## src/rtl/sukl_pkg.sv

```systemverilog
// shared types, widths and codes for the sorted unique key list
// no dependencies; used by the controller, the datapath, the top level and the checker
package sukl_pkg;

   localparam int KEY_W        = 32;
   localparam int OP_W         = 2;
   localparam int STATUS_W     = 3;
   localparam int COUNT_W      = 6;
   localparam int DEF_CAPACITY = 32;

   // request operation codes
   localparam logic [OP_W-1:0] OP_INSERT = 2'd0;
   localparam logic [OP_W-1:0] OP_REMOVE = 2'd1;
   localparam logic [OP_W-1:0] OP_DUMP   = 2'd2;

   // result status codes
   localparam logic [STATUS_W-1:0] ST_INSERTED = 3'd0;
   localparam logic [STATUS_W-1:0] ST_DUP      = 3'd1;
   localparam logic [STATUS_W-1:0] ST_FULL     = 3'd2;
   localparam logic [STATUS_W-1:0] ST_REMOVED  = 3'd3;
   localparam logic [STATUS_W-1:0] ST_NOTFOUND = 3'd4;
   localparam logic [STATUS_W-1:0] ST_DUMP     = 3'd5;

   // controller to datapath
   typedef struct packed {
      logic load;       // capture the request
      logic update;     // run insert or remove and emit its result
      logic dump_init;  // clear the dump index
      logic dump_step;  // emit cell zero and rotate the occupied cells
   } cmd_type;

   // datapath to controller
   typedef struct packed {
      logic [OP_W-1:0] op;
      logic            count_zero;
      logic            dump_last;
   } sts_type;

endpackage

```

## src/rtl/sukl_ctrl.sv

```systemverilog
// controller state machine for the sorted unique key list
// depends on sukl_pkg (cmd_type, sts_type, operation codes)
module sukl_ctrl (
   input  logic             clock,
   input  logic             reset,
   input  logic             start,
   output logic             busy,
   input  sukl_pkg::sts_type sts,
   output sukl_pkg::cmd_type cmd
);
   import sukl_pkg::*;

   localparam logic [1:0] S_IDLE = 2'd0;
   localparam logic [1:0] S_EXEC = 2'd1;
   localparam logic [1:0] S_DUMP = 2'd2;

   logic [1:0] state_ff, state_in;

   always_ff @(posedge clock) begin
      if (reset) begin
         state_ff <= S_IDLE;
      end else begin
         state_ff <= state_in;
      end
   end

   always_comb begin
      state_in = state_ff;
      cmd      = '0;
      busy     = 1'b1;
      case (state_ff)
         S_IDLE: begin
            busy = 1'b0;
            if (start) begin
               cmd.load = 1'b1;
               state_in = S_EXEC;
            end
         end
         S_EXEC: begin
            state_in = S_IDLE;
            if (sts.op == OP_INSERT || sts.op == OP_REMOVE) begin
               cmd.update = 1'b1;
            end else if (sts.op == OP_DUMP && !sts.count_zero) begin
               cmd.dump_init = 1'b1;
               state_in      = S_DUMP;
            end
         end
         S_DUMP: begin
            cmd.dump_step = 1'b1;
            if (sts.dump_last) begin
               state_in = S_IDLE;
            end
         end
         default: begin
            state_in = S_IDLE;
         end
      endcase
   end

endmodule

```

## config.mk

```make
export PLATFORM = sky130hd
export DESIGN_NAME = sukl_ctrl
export DESIGN_NICKNAME = d
export VERILOG_FILES = /design/src/rtl/sukl_pkg.sv /design/src/rtl/sukl_ctrl.sv
export SDC_FILE = /design/constraint.sdc
export NUM_CORES = 1
export LEC_CHECK = 0
export BUFFER_PORTS_ARGS = -buffer_cell sky130_fd_sc_hd__buf_2
export CAP_MARGIN = 20
export CORE_AREA = 2 2 39 41
export CTS_CLUSTER_DIAMETER = 80
export DETAILED_ROUTE_END_ITERATION = 7
export DIE_AREA = 0 0 41 43
export GPL_ROUTABILITY_DRIVEN = 0
export RECOVER_POWER = 25
export SLEW_MARGIN = 20
export SYNTH_ARGS = -nofsm -noshare
export SYNTH_HDL_FRONTEND = slang
export SYNTH_SLANG_ARGS = --single-unit
```

## constraint.sdc

```tcl
create_clock -name clock -period 2 [get_ports clock]
set_input_delay 0.2 -clock clock [delete_from_list [all_inputs] [get_ports clock]]
set_output_delay 0.2 -clock clock [all_outputs]
set_load 0.05 [all_outputs]
```

==> flow_summary.toml <==
[synthesis]
ys_warn_count = 0
syn_nets = 20
synth_edf_count = 0
ys_seq_area_share_pct = 34.8
ys_ff_latch = 2
synth_top_cell_area_share_pct = 34.8
synth_area_um2 = 115
yosysTopAreaCell = "dfxtp_1"
avgSynthCellArea_um2 = 8.85
ys_types = 11
syn_inst = 13
ys_top_cells_by_count = "dfxtp_1, nor2_1"
ys_async_sr_fraction_pct = 0
synth_area_leaders = "dfxtp_1, or4b_1, or3b_1"
synthFlopType = "dfxtp_1"

[global_route]
antenna_found_initial = 0
first_global_vias = 123
grt_pass1_wl_um = 400
grt_max_degree = 6
overflow = 0
grtUsageTotal_pct = 4.00

[floorplan]
num_rows = 14
die_h_um = 43
start_util_pct = 8.32
chipWidth_um = 41
io_pins = 12
core_mm2 = 0.00138
dieArea_mm2 = 0.00176

[power_and_ir_drop]
clkPwrFrac_pct = 53.8
p_seq_share_pct = 26.7
p_sw_share_pct = 26.8
peakVddDrop_uv = 62.3
power_w = 0.000162
p_sw_w = 0.0000433
power_frac_comb_pct = 19.5
leakage_nw = 0.106
p_int_w = 0.000118
powerDensity_mw_per_mm2 = 788

[critical_path]
cp-end-kind = "primary output"
crit_arrival_ps = 1090
reg2reg_slack_ps = 1010
crit_fanout = 5
slowest_stage = "dfxtp_1"
path_class = "register to primary output"
setup.worst_path.start_class = "register"
crit_required_ps = 1800
critical_path.cell_chain = "nand2b_1, nor2_1, buf_2"
critPathMaxStageDelay_ps = 320

[finish]
finalNetCount = 35
reg_top3 = "state_ff x2"
antenna_cells = 0
seq_area_um2 = 40.0
regMostFlops = "state_ff"
final_layout_size_suffix_gt1_share_pct = 57.7
largest_reg_flops = 2
fillCellCount = 167
syn_to_final_growth_pct = 78.3
fin_util_pct = 14.8
final_area_um2 = 205
multi_input_area_um2 = 67.6

[clock_network]
clk-insertion-delay-late_ps = 220
cts_max_level = 1
cts_tree = "yes"
cts_hold_buffers = 0
cts_sinks = 2
path_clk_slew_ps = 30
cts_setup_buffers = 0
cts_buffer_depth = 2
clock-root-buffer = "clkbuf_4"
numCtsBuffers = 3
cts_resized = 0

[timing]
finalSetupViolations = 0
finalClockSkew_ps = 1.46
finalCritPeriodShare_pct = 64.5
max_freq_mhz = 775
rsz0062_at_grt = "no"
tightest_slew_ps = 252
drv_slew = 0
max_slew_margin_pct = 83.3
min_period_ps = 1290
hold_viol = 0
fin_setup_tns_ps = 0

[route]
via_count = 133
dr.pass1.iters = 1
drc = 0
wl_per_cell_um = 6.76
drt_iter0_markers = 0
routed_wl_um = 284
ant_nets = 0
via_per_inst = 3.17

[placed_design]
portBuffers = 11
place_area_um2 = 183

[min_path]
hp-class = "input pin to register"

[run]
maxCapViolCount = 0

[status]
run_status = "finished, final reports clean"
-- power by group through the flow --
stage               clock network, W  registers [W]  logic (W)
floorplan                          0      0.0000432  0.0000220
global placement                   0      0.0000436  0.0000317
detailed placement                 0      0.0000436  0.0000321
CTS                        0.0000931      0.0000431  0.0000321
global route               0.0000954      0.0000435  0.0000338
finish                     0.0000870      0.0000431  0.0000315
-- layout by cell type, fill, tap and decap left out --
cell       n
buf_2     11
clkbuf_4   3
nor2_1     2
dfxtp_1    2
nand2b_1   1
or3b_1     1
or2_2      1
and2b_1    1
nor3b_1    1
or4b_1     1
o31ai_1    1
nor2b_1    1
-- routing by layer --
layer | GRT usage (%) | part of all wire, % | vias up
met5 | 0 | 0 | -
met4 | 6.00 | 0 | 0
met3 | 3.14 | 9.2 | 0
met2 | 5.63 | 59 | 4
met1 | 2.22 | 32 | 59
li1 | - | - | 70
-- kinds of logic (layout without fill, tap and decap cells) --
group,count (synthesis),in the layout,share of synthesized area (%)
flops,2,2,34.8
simple gates,9,9,52.2
buf+inv,1,14,6.52
compound gates,1,1,6.52
-- critical path, delay by kind of cell (launching register included) --
family	cells	cell delay, ps
flip-flops	1	320
buffers and inverters	1	260
AND/OR/NAND/NOR	2	280
-- layout make-up --
cell class / instances / area share (%)
Clock buffer: 3 / 11.0
Multi-Input combinational cell: 10 / 32.9
Sequential cell: 2 / 19.5
Tap cell: 16 / 9.76
Timing Repair Buffer: 11 / 26.8
-- path summary, 6_finish.rpt --
check / start / to / cells after the start
worst max-delay path: state_ff[1] / cmd[1] / 3
worst min-delay path: reset / state_ff[0] / 2
worst max register to register: state_ff[0] / state_ff[1] / 2
worst min register to register: state_ff[0] / state_ff[1] / 2
-- per-stage QoR --
stage	cells	setup slack [ps]	hold WS [ps]
finish	42	709	158
floorplan	13	198	272
CTS	42	674	152
detailed placement	39	768	388
global placement	39	777	389
global route	42	615	159
Power figures use the tool's default switching activity.
